<file path="config.mk">
export PLATFORM = sky130hd
export DESIGN_NAME = golay_24_12_codeword_decoder_top
export DESIGN_NICKNAME = d
export VERILOG_FILES = /design/src/hw/rtl/gly_pkg.sv /design/src/hw/rtl/gly_row_search.sv /design/src/hw/rtl/golay_24_12_codeword_decoder_top.sv
export SDC_FILE = /design/constraint.sdc
export NUM_CORES = 1
export LEC_CHECK = 0
export BUFFER_PORTS_ARGS = -buffer_cell sky130_fd_sc_hd__buf_2
export CELL_PAD_IN_SITES_DETAIL_PLACEMENT = 1
export CELL_PAD_IN_SITES_GLOBAL_PLACEMENT = 1
export CORE_ASPECT_RATIO = 0.75
export CORE_MARGIN = 4
export CORE_UTILIZATION = 47
export DETAILED_ROUTE_END_ITERATION = 16
export GPL_TIMING_DRIVEN = 0
export PLACE_DENSITY_LB_ADDON = 0.08
export SLEW_MARGIN = 40
export SYNTH_ARGS = -nofsm -noshare
export SYNTH_HDL_FRONTEND = slang
export SYNTH_SLANG_ARGS = --single-unit
</file>
<file path="constraint.sdc">
create_clock -name clock -period 6.9 [get_ports clock]
set_clock_uncertainty 0.2 [all_clocks]
set_input_delay 0.345 -clock clock [delete_from_list [all_inputs] [get_ports clock]]
set_output_delay 0.345 -clock clock [all_outputs]
set_load 0.1 [all_outputs]
</file>
<file path="src/hw/rtl/gly_pkg.sv">
package gly_pkg;

   // Parity part P of the parity-check matrix H = [I | P], row 0 first.
   localparam logic [11:0] PAR_ROWS [12] = '{
      12'h8ed, 12'h1db, 12'h3b5, 12'h769, 12'hed1, 12'hda3,
      12'hb47, 12'h68f, 12'hd1d, 12'ha3b, 12'h477, 12'hffe
   };

   // Outcome of a search of the twelve parity rows.
   typedef struct packed {
      logic       hit;
      logic [3:0] idx;
   } gly_search_type;

   // Number of set bits in a 12-bit word.
   function automatic logic [3:0] ones_count(input logic [11:0] v);
      logic [3:0] n;
      n = '0;
      for (int i = 0; i < 12; i++) begin
         n = n + {3'b000, v[i]};
      end
      return n;
   endfunction

endpackage

</file>
<file path="src/hw/rtl/gly_row_search.sv">
module gly_row_search
   import gly_pkg::*;
(
   input  logic [11:0]    vec,
   output gly_search_type result
);

   // Every row is tested at once; the lowest matching row wins.
   always_comb begin
      result.hit = 1'b0;
      result.idx = '0;
      for (int i = 11; i >= 0; i--) begin
         if (ones_count(vec ^ PAR_ROWS[i]) <= 4'd2) begin
            result.hit = 1'b1;
            result.idx = 4'(i);
         end
      end
   end

endmodule

</file>
<file path="src/hw/rtl/golay_24_12_codeword_decoder_top.sv">
// Extended Golay (24,12) decoder: one received 24-bit word per beat, parity in
// bits 23..12 and message in bits 11..0, gives the corrected 12-bit message and
// a flag raised when no error pattern of up to three bits is found, in which
// case the message is the raw low 12 bits. The block takes a new word in every
// cycle while its output is not stalled. It is a three-stage pipeline (syndrome,
// first row search with s*P, second row search with correction), each stage
// registered; a stalled output holds the pipeline without losing beats.
module golay_24_12_codeword_decoder_top
   import gly_pkg::*;
(
   input  logic        clock,
   input  logic        reset,
   input  logic        req_valid,
   output logic        req_ready,
   input  logic [23:0] req_codeword,
   output logic        rsp_valid,
   input  logic        rsp_ready,
   output logic [11:0] rsp_message,
   output logic        rsp_uncorrectable
);

   logic           s1_valid_ff, s1_valid_in;
   logic [11:0]    s1_syn_ff, s1_syn_in;
   logic [11:0]    s1_msg_ff;

   logic           s2_valid_ff, s2_valid_in;
   logic           s2_le3_ff, s2_le3_in;
   gly_search_type s2_srch_ff, srch1;
   logic [11:0]    s2_sp_ff, s2_sp_in;
   logic [11:0]    s2_msg_ff;

   logic           s3_valid_ff, s3_valid_in;
   logic [11:0]    s3_msg_ff, s3_msg_in;
   logic           s3_bad_ff, s3_bad_in;
   gly_search_type srch2;
   logic [3:0]     sp_weight;

   logic           adv1, adv2, adv3;

   // Each stage moves on when it is empty or the stage after it moves on.
   assign adv3      = !s3_valid_ff || rsp_ready;
   assign adv2      = !s2_valid_ff || adv3;
   assign adv1      = !s1_valid_ff || adv2;
   assign req_ready = adv1;

   assign s1_valid_in = adv1 ? req_valid   : s1_valid_ff;
   assign s2_valid_in = adv2 ? s1_valid_ff : s2_valid_ff;
   assign s3_valid_in = adv3 ? s2_valid_ff : s3_valid_ff;

   always_ff @(posedge clock) begin
      if (reset) begin
         s1_valid_ff <= 1'b0;
         s2_valid_ff <= 1'b0;
         s3_valid_ff <= 1'b0;
      end else begin
         s1_valid_ff <= s1_valid_in;
         s2_valid_ff <= s2_valid_in;
         s3_valid_ff <= s3_valid_in;
      end
   end

   // Stage one: syndrome bit (11-i) is the parity of the word against row i of H.
   always_comb begin
      for (int i = 0; i < 12; i++) begin
         s1_syn_in[11 - i] = req_codeword[23 - i] ^ (^(req_codeword[11:0] & PAR_ROWS[i]));
      end
   end

   always_ff @(posedge clock) begin
      if (adv1) begin
         s1_syn_ff <= s1_syn_in;
         s1_msg_ff <= req_codeword[11:0];
      end
   end

   // Stage two: syndrome weight, first row search and the product s*P.
   gly_row_search u_search1 (
      .vec    (s1_syn_ff),
      .result (srch1)
   );

   assign s2_le3_in = ones_count(s1_syn_ff) <= 4'd3;

   always_comb begin
      for (int i = 0; i < 12; i++) begin
         s2_sp_in[11 - i] = ^(PAR_ROWS[i] & s1_syn_ff);
      end
   end

   always_ff @(posedge clock) begin
      if (adv2) begin
         s2_le3_ff  <= s2_le3_in;
         s2_srch_ff <= srch1;
         s2_sp_ff   <= s2_sp_in;
         s2_msg_ff  <= s1_msg_ff;
      end
   end

   // Stage three: second row search and correction of the message bits.
   gly_row_search u_search2 (
      .vec    (s2_sp_ff),
      .result (srch2)
   );

   assign sp_weight = ones_count(s2_sp_ff);

   always_comb begin
      s3_bad_in = 1'b0;
      s3_msg_in = s2_msg_ff;
      if (s2_le3_ff) begin
         // Errors lie in the parity half only.
         s3_msg_in = s2_msg_ff;
      end else if (s2_srch_ff.hit) begin
         s3_msg_in = s2_msg_ff ^ (12'b1 << (4'd11 - s2_srch_ff.idx));
      end else if (sp_weight == 4'd2 || sp_weight == 4'd3) begin
         s3_msg_in = s2_msg_ff ^ s2_sp_ff;
      end else if (srch2.hit) begin
         s3_msg_in = s2_msg_ff ^ s2_sp_ff ^ PAR_ROWS[srch2.idx];
      end else begin
         s3_bad_in = 1'b1;
      end
   end

   always_ff @(posedge clock) begin
      if (adv3) begin
         s3_msg_ff <= s3_msg_in;
         s3_bad_ff <= s3_bad_in;
      end
   end

   assign rsp_valid         = s3_valid_ff;
   assign rsp_message       = s3_msg_ff;
   assign rsp_uncorrectable = s3_bad_ff;

`ifndef NO_ASSERTIONS
   // A full pipeline behind a stalled output takes no new word.
   a_full_stall: assert property (@(posedge clock) disable iff (reset)
      (s1_valid_ff && s2_valid_ff && s3_valid_ff && !rsp_ready) |-> !req_ready)
      else $error("word taken while the pipeline is full and stalled");

   // An accepted word occupies the first stage in the next cycle.
   a_accept_fill: assert property (@(posedge clock) disable iff (reset)
      (req_valid && req_ready) |=> s1_valid_ff)
      else $error("accepted word lost from the first stage");

   // A row search result always names one of the twelve rows.
   a_row_index: assert property (@(posedge clock) disable iff (reset)
      (s2_valid_ff && s2_srch_ff.hit) |-> (s2_srch_ff.idx <= 4'd11))
      else $error("row search index out of range");
`endif

endmodule
</file>
### Word-level counts from Yosys, hierarchy flattened

Memories as Yosys holds them, arrays and structs flattened.
Cells that the tools add are included.

| cells by class | value |
|---|---|
| add/sub/neg operators | 287 |
| order comparisons | 26 |
| eq/ne operators | 2 |
| shifts and indexed selects | 1 |
| mux-type cells | 30 |
| bitwise logic cells | 40 |
| reduce and logical (&&, ||, !) cells | 36 |

Operator list:

| cell | number |
|---|---|
| adder 4 x 1 -> 4 bit | 256 |
| parity 12 bit | 24 |
| inverter 7 bit | 22 |
| <= comparator 4 x 2 -> 1 bit (second input constant) | 25 |
| two-way mux 12 bit | 6 |
| two-way mux 5 bit | 13 |
| adder 1 x 1 -> 2 bit | 26 |
| bitwise XOR 12 bit | 3 |
| inverter 11 bit | 2 |
| two-way mux 3 bit | 4 |
| two-way mux 4 bit | 3 |
| << shifter 1 x 4 -> 12 bit (first input constant) | 1 |
| bitwise XOR 1 bit | 12 |
| OR reduction 11 bit | 1 |
| adder 3 x 1 -> 4 bit | 2 |
| == test 4 x 2 -> 1 bit (second input constant) | 2 |
| OR reduction 8 bit | 1 |
| adder 2 x 1 -> 3 bit | 2 |
| greater-or-equal comparator 5 bit (second input constant) | 1 |
| inverter 4 -> 5 bit | 1 |
| logical OR 1 bit | 4 |
| two-way mux 2 bit | 2 |
| OR reduction 4 bit | 1 |
| subtractor 4 bit (first input constant) | 1 |
| 4 further kinds | 7 |

| word-level totals | value |
|---|---|
| register bits | 70 |
| ROM bits | 192 |
| bits of input ports | 28 |
| output and inout port bits | 15 |
| word-level logic and storage cells | 438 |
| memories | 1 |

Memory list:

| name | words | bits a word | read ports | clocked after memory_dff | write ports | RTL line | RTL |
|---|---|---|---|---|---|---|---|
| (no name shown) | 16 | 12 | 1 | 0 | 0 | golay_24_12_codeword_decoder_top.sv:118 | `s3_msg_in = s2_msg_ff ^ s2_sp_ff ^ PAR_ROWS[srch2.idx];` |

### Logic depth before layout (Yosys ltp)

| logic depth | value |
|---|---|
| word-level depth | 34 |
| mapped depth | 25 |
| mapped depth without buffers | 25 |

### By module

A second synthesis with hierarchy kept.

| unflattened totals | value |
|---|---|
| cell total of the unflattened synthesis | 1,079 |
| area, all modules | 11,309.6 µm² |

By module, submodules not included:

| module | times used | cells each | area an instance (µm²) | sequential area each (µm²) |
|---|---|---|---|---|
| golay_24_12_codeword_decoder_top | 1 | 471 | 5,108.6 | 2,072.0 |
| gly_row_search at u_search2 | 1 | 305 | 3,111.7 | 0.0 |
| gly_row_search at u_search1 | 1 | 303 | 3,089.2 | 0.0 |

### Worst setup path before layout

OpenSTA, ideal clock, no wires.

| timing path | value |
|---|---|
| path type | register to register |
| start point | register s2_sp_ff[1] |
| end point | register s3_msg_ff[11] (netlist: rsp_message[11]), data pin |
| library setup time | 258 ps |
| data arrival time | 6,137 ps |
| data required time | 6,442 ps |
| setup slack | 306 ps |
| stages on the path, launching flop included | 25 |
| path buffers | 0 |
| period minus slack after synthesis | 6,594 ps |
| cell sequence | edfxtp_1 inv_1 ha_1 inv_1 fa_1 fa_1 inv_1 fa_1 inv_1 fa_1 fa_1 nand2b_1 o31ai_2 nand2_1 a22oi_1 a21oi_1 nor3_2 inv_1 ha_1 inv_1 mux2i_1 a211o_1 a211o_1 a31o_1 xnor2_1 |

| between the ends | value |
|---|---|
| cells in the longest elaborated chain, start to end | 34 |
| elaborated cells between the ends (all ways) | 186 |
| classes of those cells | 143 x add/sub; 12 x order compare; 2 x eq/ne; 18 x mux; 9 x bitwise; 1 x reduce/logical; 1 x memory |

RTL lines:

| item | RTL line | RTL |
|---|---|---|
| from (decl) | golay_24_12_codeword_decoder_top.sv:29 | `logic [11:0] s2_sp_ff, s2_sp_in;` |
| from (signal assigned) | golay_24_12_codeword_decoder_top.sv:94 | `s2_sp_ff <= s2_sp_in;` |
| inverter 11 bit (no source line) | -- |  |
| adder 1 x 1 -> 2 bit | gly_pkg.sv:20 | `n = n + {3'b000, v[i]};` |
| adder 4 x 1 -> 4 bit (10 in a row) | gly_pkg.sv:20 |  |
| <= comparator 4 x 2 -> 1 bit | gly_row_search.sv:13 | `if (ones_count(vec ^ PAR_ROWS[i]) <= 4'd2) begin` |
| two-way mux 5 bit (12 in a row) | gly_row_search.sv:13 |  |
| inverter 4 -> 5 bit (implied by the code) | golay_24_12_codeword_decoder_top.sv:118 |  |
| memory (16 x 12 bit) | -- |  |
| two-way mux 12 bit (implied by the code) (2 in a row) | golay_24_12_codeword_decoder_top.sv:118 |  |
| bitwise XOR 12 bit | golay_24_12_codeword_decoder_top.sv:118 |  |
| two-way mux 12 bit | golay_24_12_codeword_decoder_top.sv:117 | `end else if (srch2.hit) begin` |
| two-way mux 12 bit * | golay_24_12_codeword_decoder_top.sv:115 | `end else if (sp_weight == 4'd2 \|\| sp_weight == 4'd3) begin` |
| two-way mux 12 bit * | golay_24_12_codeword_decoder_top.sv:113 | `end else if (s2_srch_ff.hit) begin` |
| two-way mux 12 bit * | golay_24_12_codeword_decoder_top.sv:110 | `if (s2_le3_ff) begin` |
| net s3_msg_in[11] | golay_24_12_codeword_decoder_top.sv:33 | `logic [11:0] s3_msg_ff, s3_msg_in;` |
| to (signal assigned) | golay_24_12_codeword_decoder_top.sv:126 | `s3_msg_ff <= s3_msg_in;` |
| to (decl) | golay_24_12_codeword_decoder_top.sv:33 |  |

Mark *: on every way through the listed nets, which the timed path passes. The rest lies on a longest branch. The select of a mux whose other input is x is not followed.
A chain may end at the register's enable or synchronous reset.

### Final worst setup path

| timing path | value |
|---|---|
| start point | register s2_sp_ff[0] |
| end point | register s3_msg_ff[11] (netlist: rsp_message[11]), data pin |

| between the ends | value |
|---|---|
| cells in the longest elaborated chain, start to end | 33 |
| elaborated cells between the ends (all ways) | 190 |
| classes of those cells | 143 x add/sub; 12 x order compare; 2 x eq/ne; 18 x mux; 13 x bitwise; 1 x reduce/logical; 1 x memory |

RTL lines:

| item | RTL line |
|---|---|
| adder 1 x 1 -> 2 bit or inverter 7 bit (tied branches) | -- |
| adder 4 x 1 -> 4 bit or adder 1 x 1 -> 2 bit (tied branches) | gly_pkg.sv:20 |
| adder 4 x 1 -> 4 bit (9 in a row) | gly_pkg.sv:20 |
| <= comparator 4 x 2 -> 1 bit or adder 4 x 1 -> 4 bit (tied branches) | gly_row_search.sv:13, gly_pkg.sv:20 |
| two-way mux 5 bit or <= comparator 4 x 2 -> 1 bit (tied branches) | gly_row_search.sv:13 |
| two-way mux 5 bit (11 in a row) | gly_row_search.sv:13 |
| inverter 4 -> 5 bit (implied by the code) | golay_24_12_codeword_decoder_top.sv:118 |
| memory (16 x 12 bit) | -- |
| two-way mux 12 bit (implied by the code) (2 in a row) | golay_24_12_codeword_decoder_top.sv:118 |
| bitwise XOR 12 bit | golay_24_12_codeword_decoder_top.sv:118 |
| two-way mux 12 bit | golay_24_12_codeword_decoder_top.sv:117 |
| two-way mux 12 bit * | golay_24_12_codeword_decoder_top.sv:115 |
| two-way mux 12 bit * | golay_24_12_codeword_decoder_top.sv:113 |
| two-way mux 12 bit * | golay_24_12_codeword_decoder_top.sv:110 |
| net s3_msg_in[11] | golay_24_12_codeword_decoder_top.sv:33 |

Marked as above.

==> impl_metrics.env <==
export IMPL_rows=48
export IMPL_hold_violations=0
export IMPL_setup_viol=0
export IMPL_end_kind="flop"
export IMPL_arrival_ps=6650
export IMPL_cts_root_buf="clkbuf_16"
export IMPL_numCtsBuffers=9
export IMPL_layout_commonest_cell="inv_1"
export IMPL_wl_um=29100
export IMPL_synth_area_um2=10900
export IMPL_antennaDiodeCount=0
export IMPL_wl_per_cell_um=20.0
export IMPL_num_fill_cells=2525
export IMPL_final_cell_mix="inv_1 (227), fa_1 (178), xnor2_1 (95)"
export IMPL_postRouteAntennaNets=0
export IMPL_antenna_found_initial=0
export IMPL_first_pass_iters=4
export IMPL_dieWidth_um=184
export IMPL_final_cells=1458
export IMPL_place_gp_congestion=0.820
export IMPL_via_count=7756
export IMPL_port_buffers=42
export IMPL_dieArea_um2=25800
export IMPL_nNetsFinal=1456
export IMPL_start_util=0.477
export IMPL_worstSetupPathType="flop to flop"
export IMPL_grt_ovfl_total=0
export IMPL_layout_drive_gt1_share=0.161
export IMPL_htree_levels=3
export IMPL_tightestPinTransition_ps=807
export IMPL_holdCritPathClass="input pin to flop"
export IMPL_ys_seq_elements=70
export IMPL_ys_warn_count=0
export IMPL_clock_latency_ps=340
export IMPL_slew_headroom=0.461
export IMPL_drc=0
export IMPL_fin_crit_sh=0.971
export IMPL_placedCellCount=1388
export IMPL_critPathMaxFanout=5
export IMPL_pin_count=43
export IMPL_synth_flop_cell="edfxtp_1"
export IMPL_min_period_ps=6700
export IMPL_cts_tree="built"
export IMPL_ys_types=74
export IMPL_yosysSeqAreaShare=0.189
export IMPL_crit_path_start_kind="flop"
export IMPL_die_y_um=140
export IMPL_regArea_um2=2070
export IMPL_max_freq_mhz=149
export IMPL_core_area_um2=22900
export IMPL_grt_max_degree=31
export IMPL_grt_pass1_wl_um=47000
export IMPL_cts_sinks=70
export IMPL_slew_viol_final=0
export IMPL_hpwl_um=23000
export IMPL_path_clk_slew_ps=60
export IMPL_syn_to_final_growth_pct=14.1
export IMPL_drt_iter0_drc=313
export IMPL_synth_edf_count=67
export IMPL_avgSynthCellArea_um2=10.5
export IMPL_clock_path_buffers=2
export IMPL_crit_required_ps=6850
export IMPL_grt_usage=0.236
export IMPL_syn_inst=1046
export IMPL_async_flop_share=0
export IMPL_grt_pass1_vias=8707
export IMPL_multiInputGateArea_um2=8070
export IMPL_cap_violations=0
export IMPL_status="finished, final reports clean"
export IMPL_synthesis_nets=1349
export IMPL_viasPerCell=5.32
-- cells by family after synthesis --
logic type | share of synthesized area
compound gates | 0.0801
xor+xnor | 0.0921
fa+ha+maj | 0.439
buf+inv | 0.0907
flops | 0.189
mux | 0.0138
simple gates | 0.0951
-- area by class of cell --
class | instances | share of cell area
sequential | 70 | 0.166
clock buffer | 10 | 0.0191
inverter | 249 | 0.0767
multi-input combinational | 715 | 0.646
clock inverter | 6 | 0.00551
tap | 300 | 0.0301
buffer | 12 | 0.00461
timing repair buffer | 96 | 0.0515
-- routing by layer --
| layer | track usage | vias to the layer above | part of all wire |
|---|---|---|---|
| met4 | 0.0315 | 0 | 0.0067 |
| li1 | - | 3532 | - |
| met5 | 0 | - | 0 |
| met2 | 0.374 | 174 | 0.46 |
| met1 | 0.347 | 4033 | 0.48 |
| met3 | 0.0470 | 17 | 0.054 |
-- cell usage after synthesis, drive strengths merged, types with 14 or more instances --
master	count	area, um^2
nand2	28	108
nand2b	16	100
a21oi	28	140
nor2b	25	164
mux2i	14	140
xor2	20	175
edfxtp	67	2010
xnor2	95	832
nor2	57	214
nor3	19	100
fa	181	3620
ha	94	1180
inv	249	935
nand3	14	70.1
-- sequential cells by signal, indices dropped and copies added, names as in the netlist, 5 cells and up --
| signal | flops |
|---|---|
| s1_msg_ff | 12 |
| s2_srch_ff | 5 |
| s1_syn_ff | 12 |
| s2_sp_ff | 12 |
| rsp_message | 12 |
| s2_msg_ff | 12 |
-- metrics by stage --
stage | hold WS [ps] | utilization | worst slack, ps | area (um^2) | setup TNS (ps)
CTS | 1.98 | 0.530 | 3.36 | 12200 | 0
detailed placement | 206 | 0.502 | -1260 | 11500 | -11640
finish | 12.4 | 0.544 | 197 | 12500 | 0
global route | 13.5 | 0.544 | -69.8 | 12500 | -147
floorplan | 200 | - | 306 | 10900 | 0
global placement | 201 | 0.502 | -1280 | 11500 | -11510
-- critical path, cell delays in order, from the launching register on --
cell and delay, ps:
edfxtp_1 420, inv_2 80, ha_4 300, clkinvlp_4 160
buf_4 190, fa_1 450, fa_1 520, inv_1 50
fa_1 480, inv_1 50, fa_1 400, fa_1 410
nor2b_1 140, a31oi_1 180, or2_4 180, o211ai_1 240
a311oi_4 470, inv_2 150, ha_1 230, inv_1 60
mux2i_1 80, a211o_1 310, a211o_1 290, a31o_1 200
xnor2_1 250
-- worst paths after layout --
kind | startpoint | to | slack (ps) | depth (start not counted)
min | req_valid | s1_valid_ff$_SDFFE_PP0P_ | 10 | 3
max reg2reg | s2_sp_ff[0]$_DFFE_PP_ | rsp_message[11]$_DFFE_PP_ | 200 | 24
min reg2reg | s1_msg_ff[1]$_DFFE_PP_ | s2_msg_ff[1]$_DFFE_PP_ | 220 | 0
max | s2_sp_ff[0]$_DFFE_PP_ | rsp_message[11]$_DFFE_PP_ | 200 | 24
-- timing repair --
item                                    in CTS  in global routing
pin swaps                                    3                 23
endpoints found under the setup margin      12                 12
hold buffers                                 3                  0
hold endpoints to repair                     5                  0
setup buffers                               25                 27
cloned                                       0                  0
resized for setup                           15                 38
Power is not shown: default switching activity piles up to over one toggle a cycle in this logic, so the estimate is an artifact.
